--- config.mk ---
export PLATFORM = sky130hd
export DESIGN_NAME = lsp_div
export DESIGN_NICKNAME = d
export VERILOG_FILES = /design/src/hw/rtl/lidar_spherical_pixel_projection_core_macros.svh /design/src/hw/rtl/lsp_div.sv
export SDC_FILE = /design/constraint.sdc
export NUM_CORES = 1
export LEC_CHECK = 0
export ABC_AREA = 1
export BUFFER_PORTS_ARGS = -buffer_cell sky130_fd_sc_hd__buf_2
export CAP_MARGIN = 20
export CORE_UTILIZATION = 40
export DETAILED_ROUTE_END_ITERATION = 8
export GPL_TIMING_DRIVEN = 0
export MAX_ROUTING_LAYER = met4
export SKIP_CTS_REPAIR_TIMING = 1
export SYNTH_ARGS = -nofsm -noshare
export SYNTH_HDL_FRONTEND = slang
export SYNTH_SLANG_ARGS = --single-unit
--- constraint.sdc ---
create_clock -name clk_i -period 3.5 [get_ports clk_i]
set_input_delay 0.525 -clock clk_i [delete_from_list [all_inputs] [get_ports clk_i]]
set_output_delay 0.525 -clock clk_i [all_outputs]
set_load 0.02 [all_outputs]
--- src/hw/rtl/lidar_spherical_pixel_projection_core_macros.svh ---
// Assertion macros shared by the projection core RTL.
// Depends on nothing; included by files that carry assertions.
`ifndef LIDAR_SPHERICAL_PIXEL_PROJECTION_CORE_MACROS_SVH
`define LIDAR_SPHERICAL_PIXEL_PROJECTION_CORE_MACROS_SVH

// Implication in the same cycle.
`define LSP_ASSERT_IMP(name, clk, rstn, ante, cons) \
  name: assert property (@(posedge clk) disable iff (!rstn) (ante) |-> (cons)) \
    else $error("lsp assertion failed");

// Implication checked in the cycle after the antecedent.
`define LSP_ASSERT_NXT(name, clk, rstn, ante, cons) \
  name: assert property (@(posedge clk) disable iff (!rstn) (ante) |=> (cons)) \
    else $error("lsp assertion failed");

`endif

--- src/hw/rtl/lsp_div.sv ---
// Pipelined restoring divider, one quotient bit per stage, saturating.
// Depends on nothing but its parameters.
module lsp_div #(
  parameter int unsigned NW = 30,
  parameter int unsigned DW = 18,
  parameter int unsigned QW = 13,
  parameter int unsigned TW = 8
) (
  input  logic          clk_i,
  input  logic          rst_ni,
  input  logic          en_i,
  input  logic          v_i,
  input  logic [NW-1:0] num_i,
  input  logic [DW-1:0] den_i,
  input  logic          sat_i,
  input  logic [TW-1:0] tag_i,
  output logic          v_o,
  output logic [QW-1:0] q_o,
  output logic [TW-1:0] tag_o
);
  localparam int unsigned CW = NW + QW + DW;

  logic          v_q   [QW];
  logic [NW-1:0] r_q   [QW];
  logic [QW-1:0] q_q   [QW];
  logic [DW-1:0] d_q   [QW];
  logic          s_q   [QW];
  logic [TW-1:0] t_q   [QW];

  for (genvar k = 0; k < QW; k++) begin : g_stage
    logic          vin, sin;
    logic [NW-1:0] rin, rn;
    logic [QW-1:0] qin, qn;
    logic [DW-1:0] din;
    logic [TW-1:0] tin;
    logic [CW-1:0] trial;

    if (k == 0) begin : g_first
      assign vin = v_i;
      assign rin = num_i;
      assign qin = '0;
      assign din = den_i;
      assign sin = sat_i;
      assign tin = tag_i;
    end else begin : g_next
      assign vin = v_q[k-1];
      assign rin = r_q[k-1];
      assign qin = q_q[k-1];
      assign din = d_q[k-1];
      assign sin = s_q[k-1];
      assign tin = t_q[k-1];
    end

    always_comb begin
      trial = CW'(din) << (QW - 1 - k);
      rn    = rin;
      qn    = qin;
      if (CW'(rin) >= trial) begin
        rn = NW'(CW'(rin) - trial);
        qn[QW-1-k] = 1'b1;
      end
    end

    always_ff @(posedge clk_i or negedge rst_ni) begin
      if (!rst_ni) begin
        v_q[k] <= 1'b0;
      end else if (en_i) begin
        v_q[k] <= vin;
      end
    end

    always_ff @(posedge clk_i) begin
      if (en_i) begin
        r_q[k] <= rn;
        q_q[k] <= qn;
        d_q[k] <= din;
        s_q[k] <= sin;
        t_q[k] <= tin;
      end
    end
  end

  assign v_o   = v_q[QW-1];
  assign q_o   = s_q[QW-1] ? '1 : q_q[QW-1];
  assign tag_o = t_q[QW-1];

endmodule

Yosys cells after proc, flatten, opt, wreduce, memory -nomap -nowiden

Memory sizes are Yosys's and may differ from the RTL's.
Cells that the tools add are included.

Bits in registers: 13
Memory bits (writable): 910
Bits of input ports: 61
Memories kept: 5

Memory list:

| name | depth | bits a word | read ports | clocked after Yosys merged registers in | wr ports | RTL line      | text |
|---|---|---|---|---|---|---|---|
| r_q  | 13    | 30          | 12         | 0                                       | 13       | lsp_div.sv:24 | `logic [NW-1:0] r_q [QW];` |
| d_q  | 13    | 18          | 12         | 0                                       | 13       | lsp_div.sv:26 | `logic [DW-1:0] d_q [QW];` |
| q_q  | 13    | 13          | 13         | 0                                       | 13       | lsp_div.sv:25 | `logic [QW-1:0] q_q [QW];` |
| t_q  | 13    | 8           | 13         | 0                                       | 13       | lsp_div.sv:28 | `logic [TW-1:0] t_q [QW];` |
| s_q  | 13    | 1           | 13         | 0                                       | 13       | lsp_div.sv:27 | `logic s_q [QW];` |

Add/sub/neg operators: 13
Magnitude comparators: 13
Multiplexer cells: 29

Operator list:

| kind             | number |
|---|---|
| $mux W30         | 13 |
| $ge A30 B18 Y1   | 1 |
| $ge A30 B19 Y1   | 1 |
| $ge A30 B20 Y1   | 1 |
| $ge A30 B21 Y1   | 1 |
| $ge A30 B22 Y1   | 1 |
| $ge A30 B23 Y1   | 1 |
| $ge A30 B24 Y1   | 1 |
| $ge A30 B25 Y1   | 1 |
| $ge A30 B26 Y1   | 1 |
| $ge A30 B27 Y1   | 1 |
| $ge A30 B28 Y1   | 1 |
| $ge A30 B29 Y1   | 1 |
| $ge A30 B30 Y1   | 1 |
| $sub A30 B18 Y30 | 1 |
| $sub A30 B19 Y30 | 1 |
| $sub A30 B20 Y30 | 1 |
| $sub A30 B21 Y30 | 1 |
| $sub A30 B22 Y30 | 1 |
| $sub A30 B23 Y30 | 1 |
| $sub A30 B24 Y30 | 1 |
| $sub A30 B25 Y30 | 1 |
| $sub A30 B26 Y30 | 1 |
| $sub A30 B27 Y30 | 1 |
| 5 further kinds  | 19 |

Depth between registers and ports, before layout

An unclocked memory read counts as a cell.

Word-level depth: 3
Mapped depth: 16

Least setup slack after synthesis

Ideal clock, no wire load.

Kind: flip-flop to flip-flop
Start: memory r_q[1][10]
End: memory r_q[2][17], data pin
Library setup time: 0.258 ns
Arrival time: 1.893 ns
Slack: 1.349 ns
Cell stages (with the launch flop): 14
Path buffers: 1
Clock period less this slack: 2.151 ns
Cell sequence: edfxtp_1 inv_1 ha_1 inv_1 fa_1 inv_1 nor2_1 nor2_2 inv_1 nand3_1 nand3_1 nor2_1 buf_2 o21ai_1

RTL lines:

| what            | RTL line |
|---|---|
| start, declared | lsp_div.sv:24 |

==> impl_metrics.json <==
{
  "status": "finished clean",
  "routabilityCongestion": 0.9530,
  "start_util": 0.4037,
  "drc_errors": 0,
  "fin_util": 0.4514,
  "num_io_pins": 83,
  "route.vias.total": 34630,
  "synth-simple-area-share": 0.2590,
  "swShare": 0.3884,
  "synth_fa_ha_area_frac": 0.06854,
  "drive_gt1_frac": 0.07145,
  "fp-row-count": 124,
  "synth_compound_area_frac": 0.04426,
  "rsz0062_at_grt": "no",
  "die_x_um": 341.9,
  "worstSetupEndpointType": "flip-flop",
  "synth_seq_cells": 797,
  "grt_use_met3": 0.02441,
  "drtPass1Iterations": 6,
  "synthesis.area_sq_mm": 0.04622,
  "avgViaCountPerCell": 4.803,
  "grt_antenna_before_repair": 3,
  "track_usage": 0.2078,
  "slew_viol_final": 0,
  "period_share": 0.8472,
  "worst_slew_pin_slew_ps": 708.7,
  "hold_viol": 0,
  "fill_cells": 11340,
  "ant_nets": 0,
  "path_max_fanout": 131,
  "maxSlewHeadroom": 0.5275,
  "coreArea_sq_mm": 0.1145,
  "cts_root_buffer": "clkbuf_16",
  "p_clk_frac": 0.245,
  "cp.arrival_ps": 3260,
  "use_met1": 0.2765,
  "dp_hpwl_um": 94570,
  "yosys.area_share.xor_xnor": 0.02369,
  "grt_pass1_wl_um": 182400,
  "synth_warnings": 0,
  "synth_seq_area_share": 0.5164,
  "synth_mux_area_frac": 0.0002436,
  "grt_use_met2": 0.3317,
  "avgSynthCellArea_sq_um": 8.503,
  "leakagePower_nw": 23.68,
  "drt_iter0_drc": 2728,
  "path_clk_slew_ps": 60,
  "clkLatencyLatePin_ps": 690,
  "syn_to_final_growth_pct": 11.83,
  "dieArea_sq_mm": 0.1169,
  "cts.htree.levels": 3,
  "layout.nets": 5928,
  "layout_common_cells": "nand2_1, inv_1, edfxtp_1, nor2_1, nand3_1",
  "skew_ps": 29.23,
  "combPwrFrac": 0.381,
  "dpl.cell_count": 7037,
  "cap_violations": 0,
  "holdWs_ps": 33.60,
  "p_seq_frac": 0.374,
  "gr-total-overflow": 0,
  "hold_path.class": "primary input to flip-flop",
  "critical_path_class": "primary input to flip-flop",
  "numCtsBuffers": 91,
  "place_ws_ps": -248.4,
  "powerDensity_mw_per_mm2": 734.9,
  "period_minus_slack_ps": 2965,
  "ir_worst_vdd_uv": 429.7,
  "synthCells": 5436,
  "wl_um": 118700,
  "internal_power_w": 0.02323,
  "fmax_mhz": 337.2,
  "finalSetupViolCount": 0,
  "port-buffer-count": 82,
  "clock-sinks": 797,
  "grt_pass1_vias": 32770,
  "required_ps": 3800,
  "yosysUniqueCellTypes": 47,
  "final_common_cell": "nand2_1",
  "synth_top_family_by_area": "simple AND/OR/NAND/NOR gates",
  "busiest_layer": "met2",
  "dieHeight_um": 341.9,
  "grt_max_degree": 132,
  "tritoncts": "built",
  "switching_power_w": 0.01475,
  "cts_buffer_depth": 3,
  "setup.worst_path.start_class": "primary input",
  "fin_cells": 7209,
  "syn-num-nets": 5743,
  "wl_per_cell_um": 16.46,
  "layout_setup_ws_ps": 534.7
}
## cell families after synthesis
| logic type | Yosys count |
|---|---|
| adders and majority gates | 246 |
| and+or+nand+nor | 2882 |
| DFF | 797 |
| muxes | 1 |
| AOI/OAI and AO/OA | 356 |
| xor gates and xnor gates | 125 |
| buffers and inverters | 1029 |
## stage by stage
stage	total power (W)	cell area, sq um	setup TNS [ps]
detailed placement	0.02875	48730	-31280
finish	0.03799	51690	0
CTS	0.03825	51660	0
global route	0.04070	51690	0
floorplan	0.02437	46220	0
global placement	0.02884	48530	-8097230
## synthesized netlist by cell type (all sizes together)
| cell type | instances | area (sq um) |
|---|---|---|
| nand2 | 1883 | 7118 |
| inv | 980 | 3684 |
| edfxtp | 784 | 23540 |
| nor2 | 463 | 1810 |
| nand3 | 325 | 1652 |
| ha | 234 | 2928 |
| a21oi | 199 | 1131 |
| o21ai | 134 | 738.2 |
| nand4 | 81 | 519.2 |
| xnor2 | 67 | 586.8 |
| xor2 | 58 | 508.0 |
| nand3b | 53 | 410.4 |
| buf | 42 | 354.1 |
| nor3 | 32 | 180.2 |
| or2 | 26 | 162.7 |
| o21bai | 17 | 131.4 |
| dfrtp | 13 | 325.3 |
| fa | 12 | 240.2 |
| and2 | 10 | 62.56 |
| nor4 | 7 | 43.79 |
| clkbuf | 5 | 18.77 |
| a21o | 4 | 30.03 |
| and3 | 2 | 12.51 |
| clkinv | 2 | 7.510 |
| mux2 | 1 | 11.26 |
| o211ai | 1 | 7.510 |
| o21a | 1 | 7.510 |
## power groups by stage
stage	sequential [W]	combinational (W)	clock [W]
after floorplan	0.0137	0.0106	0
after global placement	0.0147	0.0142	0
after detailed placement	0.0144	0.0143	0
after CTS	0.0143	0.0144	0.00960
after global routing	0.0144	0.0164	0.00993
final	0.0142	0.0145	0.00931
## critical path, cell delays in order
cell    delay (ps)
buf_8          340
buf_16         430
buf_16         380
buf_16         360
buf_16         380
buf_16         490
## final timing paths
kind	cells after the start	slack (ps)	endpoint	startpoint
setup / recovery	6	530	r_q[6][9]$_DFFE_PP_	en_i
hold / removal	1	30	t_q[0][0]$_DFFE_PP_	tag_i[0]
setup reg to reg	12	660	r_q[6][8]$_DFFE_PP_	d_q[1][18]$_DFFE_PP_
hold reg to reg	0	400	q_q[5][12]$_DFFE_PP_	q_q[4][25]$_DFFE_PP_
max in group asynchronous	2	2980	g_stage[9].vin$_DFFE_PN0P_	rst_ni
min in group asynchronous	2	290	g_stage[10].vin$_DFFE_PN0P_	rst_ni
## sequential cells by signal (all words and copies together) (netlist names)
signal       cells
q_q             91
r_q            360
v_o              1
s_q             13
t_q            104
g_stage.vin     12
d_q            216
## routing by layer
metal | vias to the layer above | share of wire
met5 | - | 0
met4 | 0 | 0.027
met3 | 167 | 0.049
met2 | 742 | 0.46
met1 | 15840 | 0.46
li1 | 17880 | -
## layout make-up
class,instances,area [sq um],share of cell area
well taps,1512,1892,0.03660
flip-flops and latches,797,23870,0.4617
diodes,1,2.502,0.00004841
repair buffers,92,643.1,0.01244
clock buffers,110,2370,0.04585
multi-input cells,3610,18290,0.3539
plain buffers,47,372.9,0.007213
clock inverters,58,560.5,0.01084
inverters,982,3691,0.07141
Note: power is estimated with default switching activity, not from simulation.
