**src/hw/rtl/lidar_spherical_pixel_projection_core_macros.svh**
```systemverilog
// Assertion macros shared by the projection core RTL.
// Depends on nothing; included by files that carry assertions.
`ifndef LIDAR_SPHERICAL_PIXEL_PROJECTION_CORE_MACROS_SVH
`define LIDAR_SPHERICAL_PIXEL_PROJECTION_CORE_MACROS_SVH

// Implication in the same cycle.
`define LSP_ASSERT_IMP(name, clk, rstn, ante, cons) \
  name: assert property (@(posedge clk) disable iff (!rstn) (ante) |-> (cons)) \
    else $error("lsp assertion failed");

// Implication checked in the cycle after the antecedent.
`define LSP_ASSERT_NXT(name, clk, rstn, ante, cons) \
  name: assert property (@(posedge clk) disable iff (!rstn) (ante) |=> (cons)) \
    else $error("lsp assertion failed");

`endif

```
**src/hw/rtl/lsp_pkg.sv**
```systemverilog
// Types and constants of the spherical pixel projection core.
// Depends on nothing; used by every module of the core but lsp_div.
package lsp_pkg;

  localparam int unsigned MaxRows = 64;
  localparam int unsigned MaxCols = 4096;

  localparam int unsigned NumW = 30;
  localparam int unsigned DenW = 18;
  localparam int unsigned QuoW = 13;

  localparam logic signed [14:0] ElevSat = 15'sd9000;
  localparam logic signed [18:0] FullTurn = 19'sd36000;

  localparam logic [2:0] REG_ELEV_UPPER = 3'd0;
  localparam logic [2:0] REG_ELEV_LOWER = 3'd1;
  localparam logic [2:0] REG_ELEV_STEP  = 3'd2;
  localparam logic [2:0] REG_AZIM_UPPER = 3'd3;
  localparam logic [2:0] REG_AZIM_LOWER = 3'd4;
  localparam logic [2:0] REG_AZIM_STEP  = 3'd5;
  localparam logic [2:0] REG_ROWS       = 3'd6;
  localparam logic [2:0] REG_COLS       = 3'd7;

  typedef struct packed {
    logic signed [14:0] elev_top;
    logic signed [14:0] elev_bot;
    logic [14:0]        elev_span;
    logic [13:0]        elev_step;
    logic [6:0]         rows;
    logic signed [16:0] azim_bot;
    logic [16:0]        azim_span;
    logic [12:0]        cols;
  } cfg_t;

endpackage

```
**src/hw/rtl/lsp_front.sv**
```systemverilog
// Front stages: ring elevation, offsets, scaling products and divider operands.
// Depends on lsp_pkg.
module lsp_front (
  input  logic                         clk_i,
  input  logic                         rst_ni,
  input  logic                         en_i,
  input  logic                         v_i,
  input  logic signed [16:0]           azim_i,
  input  logic [5:0]                   ring_i,
  input  logic [19:0]                  range_i,
  input  logic [15:0]                  inten_i,
  input  lsp_pkg::cfg_t                cfg_i,
  output logic                         v_o,
  output logic [lsp_pkg::NumW-1:0]     row_num_o,
  output logic [lsp_pkg::DenW-1:0]     row_den_o,
  output logic                         row_sat_o,
  output logic [lsp_pkg::NumW-1:0]     col_num_o,
  output logic [lsp_pkg::DenW-1:0]     col_den_o,
  output logic                         col_sat_o,
  output logic signed [14:0]           elev_o,
  output logic [52:0]                  pass_o
);
  import lsp_pkg::*;

  logic [2:0]          v_q;
  logic signed [14:0]  e1_q, e2_q, e3_q;
  logic [52:0]         p1_q, p2_q, p3_q;
  logic signed [22:0]  nr_q;
  logic signed [30:0]  nc_q;
  logic [NumW-1:0]     rnum_q, cnum_q;
  logic [DenW-1:0]     rden_q, cden_q;
  logic                rsat_q, csat_q;

  logic [19:0]         prod;
  logic signed [21:0]  ew;
  logic signed [14:0]  es;
  logic signed [15:0]  offr;
  logic signed [17:0]  offc;
  logic [5:0]          rm1;
  logic [11:0]         cm1;
  logic signed [22:0]  nr;
  logic signed [30:0]  nc;
  logic                zr, zc;
  logic [NumW-1:0]     rnum, cnum;
  logic [DenW-1:0]     rden, cden;

  always_comb begin
    prod = ring_i * cfg_i.elev_step;
    ew   = 22'(cfg_i.elev_top) - $signed({2'b00, prod});
    if (ew < 22'(-ElevSat)) begin
      es = -ElevSat;
    end else if (ew > 22'(ElevSat)) begin
      es = ElevSat;
    end else begin
      es = 15'(ew);
    end
    offr = 16'(e1_q) - 16'(cfg_i.elev_bot);
    offc = 18'($signed(p1_q[16:0])) - 18'(cfg_i.azim_bot);
    rm1  = (cfg_i.rows == '0) ? '0 : 6'(cfg_i.rows - 7'd1);
    cm1  = (cfg_i.cols == '0) ? '0 : 12'(cfg_i.cols - 13'd1);
    nr   = offr * $signed({1'b0, rm1});
    nc   = offc * $signed({1'b0, cm1});
    zr   = (cfg_i.rows == '0) || (cfg_i.elev_span == '0);
    zc   = (cfg_i.cols == '0) || (cfg_i.azim_span == '0);
    rnum = (zr || nr_q < 0) ? '0 : NumW'({nr_q[21:0], 1'b0}) + NumW'(cfg_i.elev_span);
    cnum = (zc || nc_q < 0) ? '0 : NumW'({nc_q[28:0], 1'b0}) + NumW'(cfg_i.azim_span);
    rden = zr ? DenW'(1) : DenW'({cfg_i.elev_span, 1'b0});
    cden = zc ? DenW'(1) : DenW'({cfg_i.azim_span, 1'b0});
  end

  always_ff @(posedge clk_i or negedge rst_ni) begin
    if (!rst_ni) begin
      v_q <= '0;
    end else if (en_i) begin
      v_q <= {v_q[1:0], v_i};
    end
  end

  always_ff @(posedge clk_i) begin
    if (en_i) begin
      e1_q   <= es;
      p1_q   <= {inten_i, range_i, azim_i};
      e2_q   <= e1_q;
      p2_q   <= p1_q;
      nr_q   <= nr;
      nc_q   <= nc;
      e3_q   <= e2_q;
      p3_q   <= p2_q;
      rnum_q <= rnum;
      cnum_q <= cnum;
      rden_q <= rden;
      cden_q <= cden;
      rsat_q <= (NumW + QuoW)'(rnum) >= {rden, QuoW'(0)};
      csat_q <= (NumW + QuoW)'(cnum) >= {cden, QuoW'(0)};
    end
  end

  assign v_o       = v_q[2];
  assign row_num_o = rnum_q;
  assign row_den_o = rden_q;
  assign row_sat_o = rsat_q;
  assign col_num_o = cnum_q;
  assign col_den_o = cden_q;
  assign col_sat_o = csat_q;
  assign elev_o    = e3_q;
  assign pass_o    = p3_q;

endmodule

```
**config.mk**
```make
export PLATFORM = sky130hd
export DESIGN_NAME = lsp_front
export DESIGN_NICKNAME = d
export VERILOG_FILES = /design/src/hw/rtl/lidar_spherical_pixel_projection_core_macros.svh /design/src/hw/rtl/lsp_pkg.sv /design/src/hw/rtl/lsp_front.sv
export SDC_FILE = /design/constraint.sdc
export NUM_CORES = 1
export LEC_CHECK = 0
export BUFFER_PORTS_ARGS = -buffer_cell sky130_fd_sc_hd__buf_2
export CAP_MARGIN = 20
export CORE_MARGIN = 4
export CORE_UTILIZATION = 65
export CTS_CLUSTER_SIZE = 12
export DETAILED_ROUTE_END_ITERATION = 16
export GPL_TIMING_DRIVEN = 0
export PLACE_DENSITY_LB_ADDON = 0.05
export SYNTH_ARGS = -nofsm -noshare
export SYNTH_HDL_FRONTEND = slang
export SYNTH_SLANG_ARGS = --single-unit
```
**constraint.sdc**
```tcl
create_clock -name clk_i -period 20.7 [get_ports clk_i]
set_input_delay 2.07 -clock clk_i [delete_from_list [all_inputs] [get_ports clk_i]]
set_output_delay 2.07 -clock clk_i [all_outputs]
set_load 0.02 [all_outputs]
```
; Word level (Yosys, flattened, before mapping)
; Cells that the tools add are included.
; W data, S select, Z words.
[word_totals]
regBits = 359
out_inout_bits = 167
elab_cells = 48
[op_classes]
n_addsub = 7
multipliers = 3
n_lt_le_gt_ge = 6
mux = 7
n_reduce_logical = 9
[ops]
columns = operator, n
row1 = $ge A30 B31 Y1, 1
row2 = $lt A31 B1 Y1 const B, 1
row3 = $mul A18 B13 Y31, 1
row4 = $add A30 B17 Y30, 1
row5 = $mux W30, 1
row6 = $ge A24 B29 Y1, 1
row7 = $add A23 B15 Y24, 1
row8 = $mux W24, 1
row9 = $lt A23 B1 Y1 const B, 1
row10 = $mul A16 B7 Y23, 1
row11 = $gt A22 B15 Y1 const B, 1
row12 = $lt A22 B15 Y1 const B, 1
row13 = $sub A15 B21 Y22, 1
row14 = $mul A6 B14 Y20, 1
row15 = $mux W18, 1
row16 = $sub A17 B17 Y18, 1
row17 = $logic_not A17 Y1, 1
row18 = $mux W16, 1
row19 = $sub A15 B15 Y16, 1
row20 = $logic_not A15 Y1, 1
row21 = $mux W15, 1
row22 = $logic_not A13 Y1, 1
row23 = $mux W12, 1
row24 = $sub A12 B1 Y12 const B, 1
row25 = 5 further kinds, 8

; Logic depth before layout (Yosys ltp)
; Gate-level depths: netlist of the first run.
[logic_depth]
word_depth = 5
depth_mapped = 32
mapped_depth_nobuf = 31

; Worst setup path after synthesis of the first run
; No wires, ideal clock.
[synth_timing]
kind = in2reg
startpoint = input cfg_i[31] in the netlist's numbering
endpoint = register nc_q[30], data pin
t_arrival_ns = 9.425
slack_ns = 11.015
path_stages = 29
n_path_buf = 1
path_cell_list = inv_1 > ha_1 > nor2b_1 > o21ai_0 > a21boi_0 > o21ai_0 > a211oi_1 > o31ai_1 > o211ai_1 > o31a_1 > clkbuf_1 > nor3_1 > fa_1 > inv_1 > fa_1 > fa_1 > inv_1 > fa_1 > fa_1 > ha_1 > a21o_1 > a21o_1 > a21o_1 > nand2_1 > nand2_1 > a2111o_1 > a21o_1 > a21o_1 > xnor2_1
[synth_between]
elab_chain_len = 2
[synth_rtl]
columns = element, line_no
row1 = from (decl), lsp_front.sv:12  ; input lsp_pkg::cfg_t cfg_i,
row2 = $sub A17 B17 Y18, lsp_front.sv:58  ; offc = 18'($signed(p1_q[16:0])) - 18'(cfg_i.azim_bot);
row3 = $mul A18 B13 Y31, lsp_front.sv:62  ; nc = offc * $signed({1'b0, cm1});
row4 = named net nc[30], lsp_front.sv:42  ; logic signed [30:0] nc;
row5 = to (signal assigned), lsp_front.sv:86  ; nc_q <= nc;
row6 = to (decl), lsp_front.sv:29  ; logic signed [30:0] nc_q;
; The timed path passes the listed nets, and every way through them passes these cells.
; A chain may end at the register's enable or synchronous reset.

; Final worst setup path of the first run
; Ends and elaborated chain as after synthesis.

==> impl_results.md, run 1 <==
* Setup WS post-layout at 10.05 ns
* Largest net degree at the start of global routing at 130
* HP Class: flop to flop
* CP peak stage delay at 0.84 ns
* Vias/cell at 5.69
* Multi-input gate area in the final layout at 18000 µm²
* Share of cells above drive strength 1 at 13.5%
* Number of post-CTS setup repair buffers at 0
* Die area at 50400 µm²
* Initial Util at 65.6%
* Worst-path clk slew at 0.06 ns
* Relative slew margins at 31.5%
* Grt ovf at 0
* Number of enable flip-flop cells after synthesis at 347
* Clock Path Buffers at 3
* Number of CTS-inserted buffers at 40
* CTS tree: yes
* NumNets Final at 4037
* Routed wire length at 73300 µm
* Fin crit period at 10.65 ns
* Global Route Usage Sum at 29.0%
* CP max-delay cell: o31ai_1
* Required @ worst endpoint at 21.08 ns
* Vias in the first global route at 22800
* Hold slack at 0.397 ns
* Post-cts sizing count at 0
* Detailed Place HPWL at 59200 µm
* Antenna Nets Post-Route at 0
* CORE AREA at 46500 µm²
* Status: finished clean
* Synth Warn # at 0
* Period utilization at 51.4%
* Fin. Hold Viols at 0
* Sequential area share after synthesis at 34.4%
* Unrepaired setup endpoints after global routing: no
* Clk root buf: clkbuf_16
* Initial antenna violation count at 0
* GP Congestion at 0.976
* Yosys top cell by area: edfxtp_1
* Setup crit end kind: flop
* Primary FF master, synth: edfxtp_1
* Area Growth Syn to Fin at 12.5%
* I/O Pins at 343
* Register bit count reported by yosys at 350
* Setup TNS at 0 ns
* First-pass GRT wire length at 117000 µm
* Leading cell types in the layout, fill and taps excluded: inv_1 (440), edfxtp_1 (347), buf_2 (334), fa_1 (319), nand2_1 (271)
* Crit path kind: input pin to flop
* Initial DRC count at 1556
* Mapped Area at 30500 µm²
* Final setup fails at 0
* Worst slew pin tran at 0.999 ns
* Top area cells in the synthesized netlist: edfxtp_1 (34%), fa_1 (21%), ha_1 (11%), inv_1 (5.4%), nand2_1 (3.3%)
* # hold bufs at CTS at 0
* Post-synth cell types at 83
* Post-layout util at 73.8%
* Synth Instances at 2894
* Clock Sinks at 350
* Port Buffers at 334
* Most common cell after layout, fill and taps aside: inv_1
* Register area at 10500 µm²
* Avg WL per Cell at 18.7 µm
* Fmax at 0.0939 GHz
* H-tree depth at 2
* Die W at 225 µm
* Clock skew at 0.0251 ns
* Max Fanout on Critical Path at 10
* Pre-CTS setup slack at 9.50 ns
* Worst-Skew Late Latency at 0.58 ns
* DR vias at 22300
* Critical Path AT at 11.03 ns
* Cell row count at 79
* Maxcap violations at 0
* Number of iterations in the first detailed-routing pass at 5
* Pins over their slew limit at 0
* Top cell type's share of synthesized area at 34.2%
* Height of the die at 225 µm
* Fill count at 3272
* Post-synth ARST share at 0.857%
* # DRC at 0
* Mean Syn Cell Area at 10.5 µm²
* Critical Path Source Type: input pin
## cells in the mapped netlist (all sizes together), types with 10 or more instances
cell type    n
a211oi      17
a21o        43
a21oi      103
a31oi       15
and2       104
and3        25
buf         11
clkbuf      57
edfxtp     347
fa         319
ha         259
inv        440
nand2      271
nand2b      30
nand3       45
nand4       13
nor2       236
nor2b       37
nor3        61
nor4        11
o211ai      12
o21a        35
o21ai       66
o21bai      21
o31ai       18
or2         15
or3         34
or4         10
xnor2       97
xor2        56
## final timing paths
path | from | slack (ns) | cells after the start | endpoint
worst max-delay path | cfg_i[31] | 10.05 | 28 | nc_q[30]$_DFFE_PP_
worst min-delay path | e2_q[11]$_DFFE_PP_ | 0.40 | 0 | elev_o[11]$_DFFE_PP_
worst max register to register | p1_q[1]$_DFFE_PP_ | 11.25 | 26 | nc_q[30]$_DFFE_PP_
worst min register to register | e2_q[11]$_DFFE_PP_ | 0.40 | 0 | elev_o[11]$_DFFE_PP_
max in group asynchronous | rst_ni | 19.29 | 1 | v_q[0]$_DFFE_PN0P_
min in group asynchronous | rst_ni | 1.30 | 1 | v_q[1]$_DFFE_PN0P_
## critical path, delay by kind of cell
family,cells,cell delay [ns]
compound gates,13,3.90
xor+xnor,1,0.25
fa+ha+maj,7,3.39
buf+inv,3,0.43
simple gates,4,0.97
## registers in the layout, indices dropped and copies added, names as in the netlist
register / count
v_q: 3
col_den_o: 18
col_sat_o: 1
p2_q: 53
e1_q: 15
row_den_o: 16
elev_o: 15
pass_o: 53
row_sat_o: 1
nr_q: 23
col_num_o: 30
nc_q: 30
p1_q: 53
row_num_o: 24
e2_q: 15
## metal layers
layer,vias to the layer above,track usage [%],wire [µm]
met5,-,0,0
met4,0,10.2,2900
met3,190,4.10,4910
met2,831,50.0,35800
met1,10900,38.1,29700
li1,10400,-,-
## through the flow
step	area, µm²	cells
2_1_floorplan	30500	2901
3_3_place_gp	32900	3842
3_5_place_dp	33100	3848
4_1_cts	34300	3918
5_1_grt	34300	3918
6_report	34300	3919
## area by class of cell
type                       count  share of cell area [%]
antenna                        1                 0.00730
buffer                        68                   0.934
clock buffer                  55                    3.17
clock inverter                15                   0.452
inverter                     441                    4.87
multi-input combinational   2042                    52.6
sequential                   350                    30.6
tap                          607                    2.21
timing repair buffer         340                    5.20
## kinds of logic after synthesis
group / Yosys count / synth area share, %
compound gates: 385 / 8.46
xor+xnor: 153 / 4.40
fa+ha+maj: 578 / 31.6
buf+inv: 509 / 6.53
flops: 350 / 34.4
mux: 9 / 0.312
other cells: 1 / 0.0123
simple gates: 909 / 14.3
Power of run 1 is not shown: default switching activity piles up to over one toggle a cycle in this logic, so the estimate is an artifact.
==> run 2, diff against run 1 <==
CORE_UTILIZATION = 61   (was 65)
clock period = 9.8 ns   (was 20.7 ns; I/O delays follow)
==> impl_results.md, run 2 (same netlist as run 1, synthesis figures left out) <==
* Routed wire length at 72100 µm
* GP Congestion at 0.938
* Initial antenna violation count at 2
* Number of CTS-inserted buffers at 40
* Fmax at 0.107 GHz
* Period utilization at 95.2%
* Clock Path Buffers at 3
* NumNets Final at 4038
* Clk root buf: clkbuf_16
* Area Growth Syn to Fin at 12.8%
* First-pass GRT wire length at 116000 µm
* Post-layout util at 70.0%
* Hold slack at 0.198 ns
* Reg2reg end: nc_q[30]$_DFFE_PP_
* Cell row count at 81
* Detailed Place HPWL at 59200 µm
* # DRC at 0
* DR vias at 22000
* Pins over their slew limit at 0
* Critical Path Source Type: input pin
* Setup crit end kind: flop
* FF-to-FF path depth at 26
* Fill count at 3719
* Required @ worst endpoint at 10.16 ns
* Clock skew at 0.0207 ns
* Worst r2r src: p1_q[1]$_DFFE_PP_
* Die W at 232 µm
* Maxcap violations at 0
* HP Class: input pin to asynchronous set/reset pin
* # hold bufs at CTS at 0
* Max Fanout on Critical Path at 10
* Number of iterations in the first detailed-routing pass at 8
* CP peak stage delay at 0.71 ns
* Clock Sinks at 350
* Pre-CTS setup slack at -0.460 ns
* Worst-Skew Late Latency at 0.57 ns
* Critical Path AT at 9.69 ns
* Initial Util at 62.0%
* H-tree depth at 2
* Leading cell types in the layout, fill and taps excluded: inv_1 (440), edfxtp_1 (347), buf_2 (333), fa_1 (319), nand2_1 (271)
* Worst reg2reg setup slack at 0.60 ns
* Unrepaired setup endpoints after global routing: no
* Die area at 53600 µm²
* Height of the die at 232 µm
* Avg WL per Cell at 18.1 µm
* Vias/cell at 5.54
* Fin crit period at 9.33 ns
* Vias in the first global route at 22900
* CTS tree: yes
* Antenna Nets Post-Route at 0
* Grt ovf at 0
* CORE AREA at 49200 µm²
* CP max-delay cell: nor3_1
* Fin. Hold Viols at 0
* Largest net degree at the start of global routing at 111
* I/O Pins at 343
* Setup TNS at 0 ns
* Worst-path clk slew at 0.05 ns
* Share of cells above drive strength 1 at 13.6%
* Setup WS post-layout at 0.472 ns
* Final setup fails at 0
* Crit path kind: input pin to flop
* Worst slew pin tran at 1.11 ns
* Most common cell after layout, fill and taps aside: inv_1
* Status: finished clean
* Initial DRC count at 1417
* Port Buffers at 334
* Global Route Usage Sum at 26.9%
* Relative slew margins at 26.1%
-- run 2: cell count changes in the layout (fill, tap and decap cells not counted), sizes merged --
cell / change
clkbuf: -8
clkinv: +4
bufinv: +2
buf: +1
clkinvlp: -1
-- run 2: metrics by stage --
| stage | area (µm²) | std cells |
|---|---|---|
| 4_1_cts | 34400 | 3972 |
| 2_1_floorplan | 30500 | 2901 |
| 6_report | 34400 | 3974 |
| 3_5_place_dp | 33100 | 3905 |
| 5_1_grt | 34400 | 3973 |
| 3_3_place_gp | 33000 | 3899 |
-- run 2: timing repair --
item / in CTS / in global routing
setup endpoints to repair: 0 / 2
resized for setup: 0 / 2
hold endpoints to repair: 0 / 0
setup buffers: 0 / 0
-- run 2: how the worst max path moves through the flow --
stage	start	to	slack (ns)	cells after the start
floorplan	cfg_i[31]	nc_q[30]$_DFFE_PP_	1.21	29
global placement	cfg_i[31]	nc_q[30]$_DFFE_PP_	-0.25	32
detailed placement	cfg_i[31]	nc_q[30]$_DFFE_PP_	-0.46	32
CTS	cfg_i[31]	nc_q[30]$_DFFE_PP_	0.14	32
global route	cfg_i[31]	nc_q[30]$_DFFE_PP_	0.008	28
finish	cfg_i[31]	nc_q[30]$_DFFE_PP_	0.47	28
-- run 2: final cells by class --
type | instances | area (µm²) | area share, %
clock inverters | 20 | 209 | 0.608
inverters | 441 | 1670 | 4.85
flip-flops and latches | 350 | 10500 | 30.5
diodes | 1 | 2.50 | 0.00728
repair buffers | 341 | 1790 | 5.22
clock buffers | 47 | 1030 | 2.99
well taps | 664 | 831 | 2.42
multi-input cells | 2042 | 18000 | 52.5
plain buffers | 68 | 320 | 0.932
-- run 2: layer usage --
layer,global-route usage (%),wire length (µm),vias to the layer above
li1,-,-,10500
met1,35.7,30200,10600
met2,45.4,34500,746
met3,4.22,4640,176
met4,9.56,2750,4
met5,0,24,-
-- run 2: critical path, delay by kind of cell --
family | cells | cell delay, ns
xor gates and xnor gates | 1 | 0.26
AOI/OAI and AO/OA | 13 | 3.62
adders and majority gates | 7 | 3.41
buffers and inverters | 3 | 0.43
and+or+nand+nor | 4 | 0.99
Power of run 2 is left out for the same reason.
==> run 3, diff against run 2 <==
CORE_UTILIZATION = 35   (was 61)
SLEW_MARGIN = 25   (was default)
==> impl_results.md, run 3 (same netlist as run 1, synthesis figures left out) <==
* Cell row count at 107
* Global Route Usage Sum at 17.4%
* CTS tree: yes
* Avg WL per Cell at 18.1 µm
* NumNets Final at 4038
* Pre-CTS setup slack at -0.567 ns
* Clock Path Buffers at 3
* Fin. Hold Viols at 0
* Vias/cell at 4.83
* I/O Pins at 343
* Initial antenna violation count at 4
* Worst slew pin tran at 0.992 ns
* GP Congestion at 0.877
* Relative slew margins at 32.6%
* # DRC at 0
* Setup crit end kind: flop
* Number of iterations in the first detailed-routing pass at 5
* First-pass GRT wire length at 126000 µm
* Largest net degree at the start of global routing at 92
* Die W at 303 µm
* Clk root buf: clkbuf_16
* Clock skew at 0.0258 ns
* Antenna Nets Post-Route at 0
* Critical Path AT at 9.38 ns
* Met1 Usage GRT at 23.9%
* Leading cell types in the layout, fill and taps excluded: inv_1 (440), edfxtp_1 (347), buf_2 (333), fa_1 (319), nand2_1 (271)
* Max Fanout on Critical Path at 10
* CP peak stage delay at 0.83 ns
* Unrepaired setup endpoints after global routing: no
* Initial Util at 35.5%
* Most common cell after layout, fill and taps aside: inv_1
* Die area at 91900 µm²
* Clock Sinks at 350
* Routed wire length at 80600 µm
* Post-layout util at 41.0%
* Port Buffers at 334
* H-tree depth at 2
* Pins over their slew limit at 0
* Grt ovf at 0
* GRT busiest layer: met2
* Period utilization at 92.0%
* Grt met3 use at 2.62%
* FF-to-FF path depth at 30
* Worst-path clk slew at 0.06 ns
* Maxcap violations at 0
* CORE AREA at 85800 µm²
* Final setup fails at 0
* Detailed Place HPWL at 66200 µm
* Critical Path Source Type: input pin
* DR vias at 21500
* Vias in the first global route at 22500
* Worst-Skew Late Latency at 0.59 ns
* Fin crit period at 9.02 ns
* Setup WS post-layout at 0.782 ns
* Number of CTS-inserted buffers at 44
* HP Class: input pin to asynchronous set/reset pin
* Setup TNS at 0 ns
* Height of the die at 303 µm
* CP max-delay cell: fa_1
* Area Growth Syn to Fin at 15.4%
* Hold slack at 0.193 ns
* Initial DRC count at 1020
* Required @ worst endpoint at 10.16 ns
* Met2 Track Usage GR at 28.8%
* Crit path kind: input pin to flop
* Status: finished clean
* Share of cells above drive strength 1 at 13.9%
* Fmax at 0.111 GHz
run 3: path summary, 6_finish.rpt:
kind / slack, ns / start / endpoint
max: 0.78 / cfg_i[31] / nc_q[30]$_DFFE_PP_
min: 0.19 / rst_ni / v_q[0]$_DFFE_PN0P_
max reg2reg: 0.89 / p1_q[1]$_DFFE_PP_ / nc_q[30]$_DFFE_PP_
min reg2reg: 0.41 / p2_q[22]$_DFFE_PP_ / pass_o[22]$_DFFE_PP_
max in group asynchronous: 9.50 / rst_ni / v_q[1]$_DFFE_PN0P_
min in group clk_i: 0.41 / p2_q[22]$_DFFE_PP_ / pass_o[22]$_DFFE_PP_
run 3: worst max-delay path, delay by kind of cell:
family,cells,cell delay (ns)
buffers and inverters,7,1.11
AO/OA/AOI/OAI,13,3.16
adder cells (fa/ha/maj),7,3.37
AND/OR/NAND/NOR,4,0.45
XOR/XNOR,1,0.28
run 3: metrics by stage:
step	std cells	cell area, µm²
2_1_floorplan	2901	30500
3_3_place_gp	4379	33600
3_5_place_dp	4382	33700
4_1_cts	4461	35100
5_1_grt	4462	35200
6_report	4463	35200
run 3: cell type report:
| cell class | instances | area, µm² |
|---|---|---|
| Tap cell | 1144 | 1430 |
| Timing Repair Buffer | 337 | 1760 |
| Fill cell | 8485 | 50600 |
| Multi-Input combinational cell | 2042 | 18100 |
| Inverter | 441 | 1670 |
| Clock inverter | 24 | 240 |
| Clock buffer | 55 | 1160 |
| Sequential cell | 350 | 10500 |
| Antenna cell | 2 | 5.00 |
| Buffer | 68 | 320 |
run 3: metal layers:
metal,part of all wire (%),wire (µm)
met4,2.6,2110
met2,47,37500
met5,0,0
met3,4.8,3900
met1,46,37100
run 3: timing repair:
| item | in CTS | in global routing |
|---|---|---|
| setup endpoints to repair | 0 | 1 |
| setup buffers | 0 | 0 |
| gates resized for setup | 0 | 4 |
| hold buffers | 0 | 0 |
Power of run 3 is left out for the same reason.
